<file path="src/design/rdc_pkg.sv">
package rdc_pkg;

   localparam int VALUE_BITS  = 32;
   localparam int RADIX_W     = 6;
   localparam int CHAR_W      = 7;
   localparam int STORE_DEPTH = VALUE_BITS;
   localparam int ADDR_W      = $clog2(STORE_DEPTH);
   localparam int COUNT_W     = $clog2(STORE_DEPTH + 1);
   localparam int ITER_W      = $clog2(VALUE_BITS);
   localparam int CSR_ADDR_W  = 3;
   localparam int CSR_DATA_W  = 32;

   localparam logic [RADIX_W-1:0] RADIX_MIN   = RADIX_W'(2);
   localparam logic [RADIX_W-1:0] RADIX_MAX   = RADIX_W'(36);
   localparam logic [RADIX_W-1:0] RADIX_RESET = RADIX_W'(10);

   localparam logic [CSR_ADDR_W-3:0] REG_RADIX = '0;

   localparam logic [CHAR_W-1:0] CHAR_ZERO   = CHAR_W'(48);
   localparam logic [CHAR_W-1:0] CHAR_LETTER = CHAR_W'(55);

   typedef struct packed {
      logic                  go;
      logic [VALUE_BITS-1:0] dividend;
      logic [RADIX_W-1:0]    divisor;
   } div_req_type;

   typedef struct packed {
      logic                  done;
      logic [VALUE_BITS-1:0] quotient;
      logic [RADIX_W-1:0]    remainder;
   } div_rsp_type;

   function automatic logic [RADIX_W-1:0] clamp_radix(input logic [RADIX_W-1:0] v);
      logic [RADIX_W-1:0] r;
      if (v < RADIX_MIN) begin
         r = RADIX_MIN;
      end else if (v > RADIX_MAX) begin
         r = RADIX_MAX;
      end else begin
         r = v;
      end
      return r;
   endfunction

   function automatic logic [CHAR_W-1:0] glyph(input logic [RADIX_W-1:0] d);
      logic [CHAR_W-1:0] c;
      if (d < RADIX_W'(10)) begin
         c = CHAR_ZERO + CHAR_W'(d);
      end else begin
         c = CHAR_LETTER + CHAR_W'(d);
      end
      return c;
   endfunction

endpackage

</file>
<file path="src/design/rdc_divider.sv">
module rdc_divider
   import rdc_pkg::*;
(
   input  logic        clock,
   input  logic        reset,
   input  div_req_type req,
   output div_rsp_type rsp
);

   logic                  busy_ff, busy_in;
   logic                  done_ff, done_in;
   logic [ITER_W-1:0]     iter_ff, iter_in;
   logic [VALUE_BITS-1:0] quo_ff, quo_in;
   logic [RADIX_W-1:0]    rem_ff, rem_in;
   logic [RADIX_W-1:0]    div_ff, div_in;

   logic [RADIX_W:0]      rem_sh;
   logic [RADIX_W:0]      rem_sub;
   logic                  ge;

   assign rem_sh  = {rem_ff, quo_ff[VALUE_BITS-1]};
   assign ge      = rem_sh >= {1'b0, div_ff};
   assign rem_sub = rem_sh - {1'b0, div_ff};

   always_comb begin
      busy_in = busy_ff;
      done_in = 1'b0;
      iter_in = iter_ff;
      quo_in  = quo_ff;
      rem_in  = rem_ff;
      div_in  = div_ff;
      if (busy_ff) begin
         quo_in  = {quo_ff[VALUE_BITS-2:0], ge};
         rem_in  = ge ? rem_sub[RADIX_W-1:0] : rem_sh[RADIX_W-1:0];
         iter_in = iter_ff + ITER_W'(1);
         if (iter_ff == ITER_W'(VALUE_BITS - 1)) begin
            busy_in = 1'b0;
            done_in = 1'b1;
         end
      end else if (req.go) begin
         busy_in = 1'b1;
         iter_in = '0;
         quo_in  = req.dividend;
         rem_in  = '0;
         div_in  = req.divisor;
      end
   end

   always_ff @(posedge clock) begin
      if (reset) begin
         busy_ff <= 1'b0;
         done_ff <= 1'b0;
         iter_ff <= '0;
      end else begin
         busy_ff <= busy_in;
         done_ff <= done_in;
         iter_ff <= iter_in;
      end
      quo_ff <= quo_in;
      rem_ff <= rem_in;
      div_ff <= div_in;
   end

   assign rsp.done      = done_ff;
   assign rsp.quotient  = quo_ff;
   assign rsp.remainder = rem_ff;

endmodule

</file>
<file path="src/design/rdc_digit_store.sv">
module rdc_digit_store
   import rdc_pkg::*;
(
   input  logic               clock,
   input  logic               wr_en,
   input  logic [ADDR_W-1:0]  wr_addr,
   input  logic [RADIX_W-1:0] wr_data,
   input  logic               rd_en,
   input  logic [ADDR_W-1:0]  rd_addr,
   output logic [RADIX_W-1:0] rd_data
);

   logic [RADIX_W-1:0] mem [STORE_DEPTH];
   logic [RADIX_W-1:0] rd_data_ff;

   always_ff @(posedge clock) begin
      if (wr_en) begin
         mem[wr_addr] <= wr_data;
      end
   end

   always_ff @(posedge clock) begin
      if (rd_en) begin
         rd_data_ff <= mem[rd_addr];
      end
   end

   assign rd_data = rd_data_ff;

endmodule

</file>
<file path="src/design/radix_digit_converter.sv">
// An item of D digits (D = digit count, 1 to 32) is worked one digit at a time:
// each digit is a remainder from the shared bit-serial divider, one quotient bit a cycle,
// and is written to the digit store; once all divisions are done, the digits are read back
// from the store, most significant first, through the READ and EMIT states and driven out.
// busy stays high until the last digit is driven out; the next item is taken once busy falls.
// Results are strobed for one cycle each on rsp_valid; the receiver cannot stall.
// Synchronous reset: radix returns to 10, digit count to 0, the store is left as is.
module radix_digit_converter
   import rdc_pkg::*;
(
   input  logic                  clock,
   input  logic                  reset,
   input  logic                  start,
   output logic                  busy,
   input  logic [VALUE_BITS-1:0] req_value,
   output logic                  rsp_valid,
   output logic [CHAR_W-1:0]     rsp_digit_char,
   output logic                  rsp_last_digit,
   input  logic                  psel,
   input  logic                  penable,
   input  logic                  pwrite,
   input  logic [CSR_ADDR_W-1:0] paddr,
   input  logic [CSR_DATA_W-1:0] pwdata,
   output logic [CSR_DATA_W-1:0] prdata,
   output logic                  pready
);

   localparam logic [2:0] ST_IDLE = 3'd0;
   localparam logic [2:0] ST_GO   = 3'd1;
   localparam logic [2:0] ST_DIV  = 3'd2;
   localparam logic [2:0] ST_READ = 3'd3;
   localparam logic [2:0] ST_EMIT = 3'd4;

   logic [2:0]            state_ff, state_in;
   logic [RADIX_W-1:0]    radix_ff, radix_in;
   logic [VALUE_BITS-1:0] num_ff, num_in;
   logic [COUNT_W-1:0]    count_ff, count_in;
   logic [ADDR_W-1:0]     pos_ff, pos_in;
   logic                  valid_ff, valid_in;
   logic [CHAR_W-1:0]     char_ff, char_in;
   logic                  last_ff, last_in;

   div_req_type           div_req;
   div_rsp_type           div_rsp;
   logic                  wr_en;
   logic                  rd_en;
   logic [RADIX_W-1:0]    rd_data;
   logic                  csr_wr;
   logic                  accept;

   assign pready = 1'b1;
   assign prdata = CSR_DATA_W'(radix_ff);
   assign csr_wr = psel && penable && pwrite && pready
                   && (paddr[CSR_ADDR_W-1:2] == REG_RADIX);
   assign busy   = state_ff != ST_IDLE;
   assign accept = start && !busy;

   assign div_req.go       = state_ff == ST_GO;
   assign div_req.dividend = num_ff;
   assign div_req.divisor  = radix_ff;

   assign wr_en = (state_ff == ST_DIV) && div_rsp.done;
   assign rd_en = state_ff == ST_READ;

   always_comb begin
      radix_in = radix_ff;
      if (csr_wr) begin
         radix_in = clamp_radix(pwdata[RADIX_W-1:0]);
      end
   end

   always_comb begin
      state_in = state_ff;
      num_in   = num_ff;
      count_in = count_ff;
      pos_in   = pos_ff;
      valid_in = 1'b0;
      char_in  = char_ff;
      last_in  = last_ff;
      unique case (state_ff)
         ST_IDLE: begin
            if (start) begin
               num_in   = req_value;
               count_in = '0;
               state_in = ST_GO;
            end
         end
         ST_GO: begin
            state_in = ST_DIV;
         end
         ST_DIV: begin
            if (div_rsp.done) begin
               num_in   = div_rsp.quotient;
               count_in = count_ff + COUNT_W'(1);
               if ((div_rsp.quotient != '0)
                   && (count_ff[ADDR_W-1:0] != ADDR_W'(STORE_DEPTH - 1))) begin
                  state_in = ST_GO;
               end else begin
                  pos_in   = count_ff[ADDR_W-1:0];
                  state_in = ST_READ;
               end
            end
         end
         ST_READ: begin
            state_in = ST_EMIT;
         end
         ST_EMIT: begin
            valid_in = 1'b1;
            char_in  = glyph(rd_data);
            last_in  = pos_ff == '0;
            if (pos_ff == '0) begin
               state_in = ST_IDLE;
            end else begin
               pos_in   = pos_ff - ADDR_W'(1);
               state_in = ST_READ;
            end
         end
         default: begin
            state_in = ST_IDLE;
         end
      endcase
   end

   always_ff @(posedge clock) begin
      if (reset) begin
         state_ff <= ST_IDLE;
         radix_ff <= RADIX_RESET;
         count_ff <= '0;
         valid_ff <= 1'b0;
      end else begin
         state_ff <= state_in;
         radix_ff <= radix_in;
         count_ff <= count_in;
         valid_ff <= valid_in;
      end
      num_ff  <= num_in;
      pos_ff  <= pos_in;
      char_ff <= char_in;
      last_ff <= last_in;
   end

   rdc_divider u_divider (
      .clock (clock),
      .reset (reset),
      .req   (div_req),
      .rsp   (div_rsp)
   );

   rdc_digit_store u_store (
      .clock   (clock),
      .wr_en   (wr_en),
      .wr_addr (count_ff[ADDR_W-1:0]),
      .wr_data (div_rsp.remainder),
      .rd_en   (rd_en),
      .rd_addr (pos_ff),
      .rd_data (rd_data)
   );

   assign rsp_valid      = valid_ff;
   assign rsp_digit_char = char_ff;
   assign rsp_last_digit = last_ff;

   a_valid_from_emit: assert property (@(posedge clock) disable iff (reset)
      rsp_valid |-> $past(state_ff == ST_EMIT))
      else $error("digit strobed without an emit step");

   a_last_ends_item: assert property (@(posedge clock) disable iff (reset)
      rsp_valid && rsp_last_digit |=> !rsp_valid)
      else $error("digit strobed after the final digit");

   a_count_bound: assert property (@(posedge clock) disable iff (reset)
      count_ff <= COUNT_W'(STORE_DEPTH))
      else $error("digit count beyond store depth");

   a_accept_starts_div: assert property (@(posedge clock) disable iff (reset)
      accept |=> state_ff == ST_GO)
      else $error("accepted item did not start a division");

endmodule
</file>
<file path="config.mk">
export PLATFORM = sky130hd
export DESIGN_NAME = radix_digit_converter
export DESIGN_NICKNAME = d
export VERILOG_FILES = /design/src/design/rdc_pkg.sv /design/src/design/rdc_divider.sv /design/src/design/rdc_digit_store.sv /design/src/design/radix_digit_converter.sv
export SDC_FILE = /design/constraint.sdc
export NUM_CORES = 1
export LEC_CHECK = 0
export BUFFER_PORTS_ARGS = -buffer_cell sky130_fd_sc_hd__buf_2
export CORE_MARGIN = 3
export CORE_UTILIZATION = 40
export CTS_CLUSTER_SIZE = 25
export DETAILED_ROUTE_END_ITERATION = 8
export PLACE_DENSITY = 0.59
export SYNTH_ARGS = -nofsm -noshare
export SYNTH_HDL_FRONTEND = slang
export SYNTH_SLANG_ARGS = --single-unit
</file>
<file path="constraint.sdc">
create_clock -name clock -period 3.6 [get_ports clock]
set_clock_uncertainty 0.2 [all_clocks]
set_input_delay 0.54 -clock clock [delete_from_list [all_inputs] [get_ports clock]]
set_output_delay 0.54 -clock clock [all_outputs]
set_load 0.01 [all_outputs]
</file>
==> results.toml, run 1 <==
[hold_path]
hold_class = "in -> reg"

[synthesis]
synth.distinct_cells = 67
synth_area_um2 = 13280
ys.flop_type = "edfxtp_1"
ys_warn_count = 0
synth_cells = 846
ys_seq_area_frac = 0.6822
post_synth.cell_area_avg_um2 = 15.69
yosysTopAreaCellShare = 0.6491
synth_area_leader_cell = "edfxtp_1"
synth_edf_count = 287
ys_async_sr_fraction = 0
synth.area.top_cells = "edfxtp_1 (65%), mux4_2 (4.6%), mux2i_1 (3.4%)"
yosys_register_bits = 309

[finish]
drive_above_1_share = 0.2120
n_antenna_cell = 0
design_area_um2 = 15010
areaGrowthSynthToFinish_pct = 13.07
fillerInstances = 2873
nets = 1005

[cts]
clock_latency_ns = 0.52
cts_htree_levels = 2
clk_pin_slew_ns = 0.06
postCtsSetupBuffers = 0
postCtsHoldBufs = 0
cts.sink_count = 309
cts.repair.resized = 0
clk_path_buf_depth = 3
cts_tree = "done"
cts-root-buf = "clkbuf_16"
cts_made_buffers = 35

[power]
vdd_drop_max_uv = 404.1
power_frac_clock = 0.431
seqPwrFrac = 0.523
power_leakage_nw = 5.049
fin_total_pwr_w = 0.007881
power.share.switching = 0.2088
switchingPower_w = 0.001645
power.internal_w = 0.006235
power_density_nw_per_um2 = 524.9
power_frac_comb = 0.046

[timing]
setup_viol = 0
hold_slack_ns = 0.08844
setup_ws_ns = 1.018
rsz0062_at_grt = "no"
fin_tns_setup_ns = 0
finalCritPeriodShare = 0.7172
worst_pin_slew_ns = 1.139
slew_viol_final = 0
fmax_mhz = 387.3
finalHoldViolations = 0
max-slew-margin-rel = 0.2409
min_period_ns = 2.582

[floorplanning]
dieWidth_um = 188.2
die_h_um = 188.2
dieArea_um2 = 35420
row_count = 66
start_util = 0.4071
io_pins = 116
coreArea_um2 = 32620

[detailed_routing]
vias = 7041
first_pass_iters = 5
drcViolationCount = 0
final_antenna_net_count = 0
drtIter0Drc = 554
totalWireLength_um = 25470
viasPerCell = 5.117
avgRoutedWirePerCell_um = 18.51

[status]
status = "finished clean"

[global_routing]
grt_usage = 0.1448
gr-total-overflow = 0
grt_max_degree = 44
grt_pass1_wl_um = 40340
grt_pass1_vias = 7261
antenna_found_initial = 1

[worst_setup_path]
path_max_fanout = 18
start_kind = "register"
cp.required_ns = 3.64
crit_path_end_kind = "register"
critPathArrivalTime_ns = 2.62
path_class = "reg -> reg"

[placed_design]
hpwl_um = 16420
gp_congestion = 0.7690
placed_area_um2 = 13910
io_buffers = 60
pre_cts_slack_ns = 1.005

[run]
max_cap_viol_count = 0
==> per-layer routing <==
metal  global-route usage  routed length (um)  share of wire  up-vias
met5                    0                  11        0.00043        -
met4              0.04473                 652          0.026        2
met3              0.03367                1478          0.058       47
met2               0.2387               12080           0.47      193
met1               0.1920               11250           0.44     3468
li1                     -                   -              -     3331
==> placed cells by master, fill, tap and decap left out, drive strengths merged, types with 3 or more instances in the layout <==
master	n
a21oi	31
a221oi	5
a22o	5
a22oi	16
and3	3
buf	74
clkbuf	45
clkinv	10
conb	27
dfxtp	22
edfxtp	287
ha	18
inv	25
mux2	65
mux2i	45
mux4	27
nand2	32
nand3	23
nand3b	4
nand4	5
nor2	64
nor2b	4
nor3	11
nor3b	6
nor4	10
o21ai	17
or3b	3
xnor2	8
xor2	4
==> Yosys cell counts, types with 2 or more instances <==
master    count
xor2_1        4
mux2_2       33
o21ai_1       7
a21o_1        2
nand3b_1      4
ha_1         18
nor3_1       10
mux2_1       32
nor2b_1       4
o21ai_0      10
xnor2_1       8
nor2_1       63
or3_1         2
a21oi_1      31
o31ai_1       2
o211ai_1      2
clkbuf_1     13
a22oi_1      16
inv_1        21
a221oi_2      4
inv_2         3
nand3_1      23
buf_2        15
conb_1        2
nor3b_1       5
nand4_1       5
buf_1         2
o21bai_1      2
nor4_1       10
buf_4        37
and2_1        2
mux4_2       27
and3_1        3
or3b_2        2
nand2_1      32
a31oi_1       2
dfxtp_1      22
o21a_1        2
a211oi_1      2
edfxtp_1    287
a22o_1        5
mux2i_1      45
==> power by group through the flow <==
stage / clock, W / combinational [W] / sequential, W
after floorplan: 0 / 0.000248 / 0.00420
after global placement: 0 / 0.000357 / 0.00420
after detailed placement: 0 / 0.000367 / 0.00420
after CTS: 0.00348 / 0.000368 / 0.00412
after global routing: 0.00364 / 0.000406 / 0.00413
final: 0.00340 / 0.000362 / 0.00412
==> worst max-delay path, stage by stage (launching register included) <==
cell      delay [ns]
edfxtp_1        0.33
buf_4           0.34
buf_4           0.31
mux4_2          0.55
a221oi_2        0.42
nand3_1         0.13
==> cell families (layout without fill, tap and decap cells) <==
logic type / after synthesis / count (layout) / share of synthesized area
compound gates: 98 / 98 / 0.05145
xor+xnor: 12 / 12 / 0.007916
fa+ha+maj: 19 / 19 / 0.01847
buf+inv: 93 / 156 / 0.03882
flops: 309 / 309 / 0.6822
mux: 137 / 137 / 0.1348
other cells: 2 / 27 / 0.0005656
simple gates: 176 / 176 / 0.06568
==> path summary, 6_finish.rpt <==
path / from / to / slack [ns] / cells past startpoint
max: pos_ff[0] / u_store.rd_data[0] / 1.02 / 5
min: pwdata[0] / radix_ff[0] / 0.09 / 3
max reg2reg: pos_ff[0] / u_store.rd_data[0] / 1.02 / 5
min reg2reg: radix_ff[1] / u_divider.div_ff[1] / 0.27 / 0
==> registers in the layout, summed over array words and instances, names as in the netlist, 3 cells and up <==
signal,flops
count_ff,5
num_ff,32
pos_ff,5
radix_ff,6
rsp_digit_char,7
state_ff,3
u_divider.div_ff,6
u_divider.iter_ff,5
u_divider.quo_ff,32
u_divider.rem_ff,6
u_store.mem,192
u_store.rd_data,6
==> through the flow <==
step             util  std cells
2_1_floorplan       -        871
3_3_place_gp   0.4265       1318
3_5_place_dp   0.4265       1318
4_1_cts        0.4603       1376
5_1_grt        0.4603       1376
6_report       0.4603       1376
==> cell type report <==
class	count	area (um^2)	area share
Sequential cell	309	9060	0.6035
Tap cell	442	553.0	0.03684
Clock inverter	13	136.4	0.009084
Inverter	24	90.09	0.006001
Multi-Input combinational cell	469	3804	0.2534
Clock buffer	45	964.7	0.06426
Timing Repair Buffer	74	405.4	0.02700
No activity file was read; power rests on OpenSTA's default activity.
==> run 2: changes to the inputs <==
--- a/config.mk
+++ b/config.mk
@@ -10,7 +10,7 @@
 export CORE_UTILIZATION = 40
 export CTS_CLUSTER_SIZE = 25
 export DETAILED_ROUTE_END_ITERATION = 8
-export PLACE_DENSITY = 0.59
+export PLACE_DENSITY = 0.61
 export SYNTH_ARGS = -nofsm -noshare
 export SYNTH_HDL_FRONTEND = slang
 export SYNTH_SLANG_ARGS = --single-unit
==> constraint.sdc (replaced) <==
create_clock -name clock -period 2.1 [get_ports clock]
set_clock_uncertainty 0.2 [all_clocks]
set_input_delay 0.315 -clock clock [delete_from_list [all_inputs] [get_ports clock]]
set_output_delay 0.315 -clock clock [all_outputs]
set_load 0.01 [all_outputs]
==> run 2 against run 1 <==
Effect of this change: the flow now finishes with violations (setup timing); register-to-register slack got worse by 1.1 ns; sequential share of layout area is 5.0 points lower; non-clock buffer count grew 127; fmax is 19% higher; worst setup slack worse by 1.1 ns; clock power is 62% higher; total power rose by 70%; die area did not move; routed wire length rose by 5.3%; design area up 9.1%; global-route usage grew 0.70 points.
==> results.toml, run 2 (synthesis gave the netlist of run 1 again) <==
[status]
status = "complete, but fails checks"
failed_checks = "setup timing"

[cts]
cts_tree = "done"
cts_htree_levels = 2
cts.sink_count = 309
clk_path_buf_depth = 3
clk_pin_slew_ns = 0.06
clock_latency_ns = 0.50
cts-root-buf = "clkbuf_16"
cts_made_buffers = 34

[detailed_routing]
first_pass_iters = 4
drtIter0Drc = 588
viasPerCell = 4.994
vias = 7511
avgRoutedWirePerCell_um = 17.83
final_antenna_net_count = 0
totalWireLength_um = 26820
drcViolationCount = 0

[power]
power_leakage_nw = 5.705
power.share.switching = 0.2062
switchingPower_w = 0.002767
vdd_drop_max_uv = 601.9
power.internal_w = 0.01065
power_frac_clock = 0.411
seqPwrFrac = 0.526
fin_total_pwr_w = 0.01342
power_density_nw_per_um2 = 819.3
power_frac_comb = 0.063

[timing]
slew_viol_final = 0
max-slew-margin-rel = 0.6129
setup_viol = 5
worst_pin_slew_ns = 0.5794
setup_ws_ns = -0.07288
finalCritPeriodShare = 1.035
fmax_mhz = 460.2
fin_tns_setup_ns = -0.3058
finalHoldViolations = 0
min_period_ns = 2.173
rsz0062_at_grt = "yes"

[finish]
multi_input_area_um2 = 3991
largest_register_ffs = 192
design_area_um2 = 16370
n_antenna_cell = 0
regArea_um2 = 9060
largestRegisters = "u_store.mem x192, num_ff x32, u_divider.quo_ff x32"
largest-register = "u_store.mem"
nets = 1131
most-common-layout-cells = "edfxtp_1 (287), buf_4 (87), nor2_1 (61)"
drive_above_1_share = 0.2947
final_common_cell = "edfxtp_1"
areaGrowthSynthToFinish_pct = 23.31
fillerInstances = 2745

[global_routing]
grt_max_degree = 34
gr-total-overflow = 0
antenna_found_initial = 0
grt_pass1_vias = 7721
grt_pass1_wl_um = 42610
grt_usage = 0.1518

[floorplanning]
die_h_um = 188.2
row_count = 66
start_util = 0.4071
dieWidth_um = 188.2
io_pins = 116
dieArea_um2 = 35420
coreArea_um2 = 32620

[worst_setup_path]
path_cells = "buf_12 -> mux4_2 -> a22o_1 -> a221oi_4 -> nand3_1"
startpoint = "pos_ff[0]"
reg2reg_depth = 5
path_max_fanout = 16
critPathArrivalTime_ns = 2.22
rr_startpoint = "pos_ff[0]"
cp.required_ns = 2.14
path_class = "reg -> reg"
r2r_setup_slack_ns = -0.07
critPathBufInv = 1
crit_path_end_kind = "register"
cpMaxStageDelayCell = "mux4_2"
r2r_end = "u_store.rd_data[1]"
cp_top_family = "compound AO/OA/AOI/OAI gates"
start_kind = "register"
cpPeakStageDelay_ns = 0.51
crit_cells = 5

[placed_design]
placed_area_um2 = 14750
gp_congestion = 0.8036
io_buffers = 60
hpwl_um = 17490

[run]
max_cap_viol_count = 0

[hold_path]
hold_class = "in -> reg"
holdPathEnd = "radix_ff[1]"
hold_start = "pwdata[2]"
hold-path-cell-count = 4
## run 2: cell types whose count changed in the layout (fill, tap and decap cells not counted), sizes merged
| cell | previous run | this run |
|---|---|---|
| clkinv | 10 | 11 |
| dlygate4sd3 | 0 | 37 |
| clkinvlp | 0 | 1 |
| buf | 74 | 163 |
| inv | 25 | 24 |
| clkbuf | 45 | 46 |
## run 2: tightest hold or removal path: cells and delay by family
kind                   cells  cell delay [ns]
AO/OA/AOI/OAI              2             0.19
buffers and inverters      1             0.10
AND/OR/NAND/NOR            1             0.05
## run 2: layout make-up
type / instances / share of cell area
clock inverter: 14 / 0.007183
multi-input combinational: 469 / 0.2438
sequential: 309 / 0.5533
tap: 442 / 0.03378
clock buffer: 45 / 0.05578
inverter: 24 / 0.006343
timing repair buffer: 201 / 0.09980
## run 2: through the flow
stage	util	setup slack [ns]	hold slack, ns	instances
floorplan	-	-0.3017	0.1866	871
global placement	0.4521	-0.1157	0.2485	1402
detailed placement	0.4521	-0.1634	0.2436	1402
CTS	0.4971	-0.09511	0.009468	1499
global route	0.5020	-0.1603	0.02500	1504
finish	0.5020	-0.07288	0.01691	1504
## run 2: per-layer routing
layer	track usage	part of all wire	wire, um	vias up
met5	0	0	0	-
li1	-	-	-	3593
met3	0.03070	0.054	1453	51
met1	0.2054	0.44	11810	3665
met4	0.05166	0.029	777	0
met2	0.2468	0.48	12780	202
## run 2: power groups by stage
stage	registers, W	clock network (W)	logic, W
6_report	0.00706	0.00551	0.000843
3_5_place_dp	0.00718	0	0.000757
2_1_floorplan	0.00719	0	0.000445
3_3_place_gp	0.00717	0	0.000739
4_1_cts	0.00705	0.00567	0.000822
5_1_grt	0.00707	0.00595	0.000927
## run 2: what timing repair did
action	in CTS	in global routing
cloned	0	1
hold buffers	38	0
pin swaps	10	11
gates resized for setup	10	26
hold endpoints to repair	36	0
buffers inserted	0	5
setup endpoints to repair	14	91
## run 2: worst max path at each step
stage,end,slack [ns]
3_3_place_gp,u_store.rd_data[1],-0.12
2_1_floorplan,u_divider.rem_ff[0],-0.30
4_1_cts,u_store.rd_data[1],-0.1
5_1_grt,u_store.rd_data[1],-0.16
3_5_place_dp,u_store.rd_data[1],-0.16
6_report,u_store.rd_data[1],-0.07
==> run 3: changes to the inputs <==
--- a/config.mk
+++ b/config.mk
@@ -6,11 +6,12 @@
 export NUM_CORES = 1
 export LEC_CHECK = 0
 export BUFFER_PORTS_ARGS = -buffer_cell sky130_fd_sc_hd__buf_2
+export CAP_MARGIN = 5
 export CORE_MARGIN = 3
-export CORE_UTILIZATION = 40
+export CORE_UTILIZATION = 50
 export CTS_CLUSTER_SIZE = 25
 export DETAILED_ROUTE_END_ITERATION = 8
-export PLACE_DENSITY = 0.61
+export PLACE_DENSITY = 0.71
 export SYNTH_ARGS = -nofsm -noshare
 export SYNTH_HDL_FRONTEND = slang
 export SYNTH_SLANG_ARGS = --single-unit
==> constraint.sdc (replaced) <==
create_clock -name clock -period 2.5 [get_ports clock]
set_clock_uncertainty 0.2 [all_clocks]
set_input_delay 0.375 -clock clock [delete_from_list [all_inputs] [get_ports clock]]
set_output_delay 0.375 -clock clock [all_outputs]
set_load 0.01 [all_outputs]
==> run 3 against run 2 <==
Effect of this change: the flow now finishes without violations; non-clock buffer count is 41 lower; register-to-register slack better by 0.30 ns; sequential power is 16% lower; flip-flop and latch count stayed put; clock-buffer cell count is 13 lower; critical path depth is 1 higher; die area is 19% lower; routed wire length is 4.3% lower.
==> results.toml, run 3 (synthesis gave the netlist of run 1 again) <==
[status]
status = "finished clean"

[power]
power_frac_clock = 0.445
power.share.switching = 0.2013
power_leakage_nw = 5.504
vdd_drop_max_uv = 649.7
power_frac_comb = 0.052
power_density_nw_per_um2 = 747.5
power.internal_w = 0.009411
seqPwrFrac = 0.502
switchingPower_w = 0.002372

[timing]
finalHoldViolations = 0
fmax_mhz = 439.7
max-slew-margin-rel = 0.5380
finalCritPeriodShare = 0.9097
slew_viol_final = 0
fin_tns_setup_ns = 0
min_period_ns = 2.274
setup_viol = 0
hold_slack_ns = 0.02193
worst_pin_slew_ns = 0.6930
rsz0062_at_grt = "no"

[placed_design]
gp_congestion = 0.8402
hpwl_um = 16330
dpl.cell_count = 1260
io_buffers = 60

[detailed_routing]
final_antenna_net_count = 0
viasPerCell = 5.528
vias = 7490
drcViolationCount = 0
first_pass_iters = 5
avgRoutedWirePerCell_um = 18.94
totalWireLength_um = 25660
drtIter0Drc = 562

[worst_setup_path]
path_class = "reg -> reg"
critPathArrivalTime_ns = 2.37
start_kind = "register"
path_max_fanout = 5
crit_path_end_kind = "register"
cp.required_ns = 2.60

[floorplanning]
coreArea_um2 = 26060
row_count = 59
io_pins = 116
start_util = 0.5095
dieWidth_um = 169.0
dieArea_um2 = 28550
die_h_um = 169.0

[global_routing]
gr-total-overflow = 0
grt_pass1_vias = 7611
grt.busiest_layer = "met2"
use_met3 = 0.02943
grt_usage = 0.1803
grt_max_degree = 41
gr-usage-met2 = 0.3159
antenna_found_initial = 0
grt_use_met1 = 0.2351
grt_pass1_wl_um = 40730

[finish]
nets = 1087
largest_register_ffs = 192
fin_cells = 1355
n_antenna_cell = 0
largestRegisters = "u_store.mem x192, num_ff x32, u_divider.quo_ff x32"
most-common-layout-cells = "edfxtp_1 (287), nor2_1 (63), buf_2 (60)"
largest-register = "u_store.mem"
final_common_cell = "edfxtp_1"
final_util = 0.6049
drive_above_1_share = 0.2480
areaGrowthSynthToFinish_pct = 18.71

[cts]
cts-root-buf = "clkbuf_16"
cts.sink_count = 309
cts.repair.resized = 0
cts_made_buffers = 31
cts_tree = "done"
clk_path_buf_depth = 3
cts_htree_levels = 1
clk_pin_slew_ns = 0.06
clock_latency_ns = 0.55

[run]
max_cap_viol_count = 0

[hold_path]
hold_class = "in -> reg"
==> run 3: final cells by class <==
class                      count  area (um^2)
fill                        1939        10300
sequential                   309         9060
multi-input combinational    469         3809
timing repair buffer         160         1206
clock buffer                  32        779.5
tap                          335        419.2
clock inverter                26        399.1
inverter                      24        90.09
==> run 3: routing by layer <==
metal  share of wire  vias to the layer above
met1            0.41                     3679
met4           0.022                        0
met2            0.50                      260
met5               0                        -
li1                -                     3505
met3           0.066                       46
==> run 3: metrics by stage <==
stage | power [W] | instance area, um^2 | setup WS (ns)
floorplan | 0.006400 | 13380 | 0.04944
global placement | 0.006572 | 14210 | 0.2536
detailed placement | 0.006595 | 14210 | 0.2225
CTS | 0.01185 | 15760 | 0.2150
global route | 0.01216 | 15760 | 0.06762
finish | 0.01178 | 15760 | 0.2258
==> run 3: final timing paths <==
kind                        from                   end  slack [ns]  cells past startpoint
max          u_divider.rem_ff[4]   u_divider.rem_ff[3]        0.23                      6
min                        reset  u_divider.iter_ff[0]        0.02                      2
max reg2reg  u_divider.rem_ff[4]   u_divider.rem_ff[3]        0.23                      6
min reg2reg          radix_ff[5]   u_divider.div_ff[5]        0.27                      0
==> run 3: power by group through the flow <==
stage                     clock network (W)  logic [W]  registers [W]
after global placement                    0   0.000547        0.00603
after CTS                           0.00532   0.000611        0.00592
after global routing                0.00555   0.000676        0.00593
after floorplan                           0   0.000358        0.00604
after detailed placement                  0   0.000565        0.00603
final                               0.00525   0.000614        0.00592
==> run 3: what timing repair did <==
action	in CTS	in global routing
buffers inserted	0	0
hold buffers	37	0
endpoints found under the setup margin	0	0
hold endpoints to repair	36	0
==> run 3: critical path, stage by stage (launching register included) <==
cell,delay (ns)
edfxtp_1,0.38
ha_1,0.39
nand2_1,0.15
nor2_1,0.10
a2111o_1,0.47
o211ai_1,0.23
a21oi_1,0.09
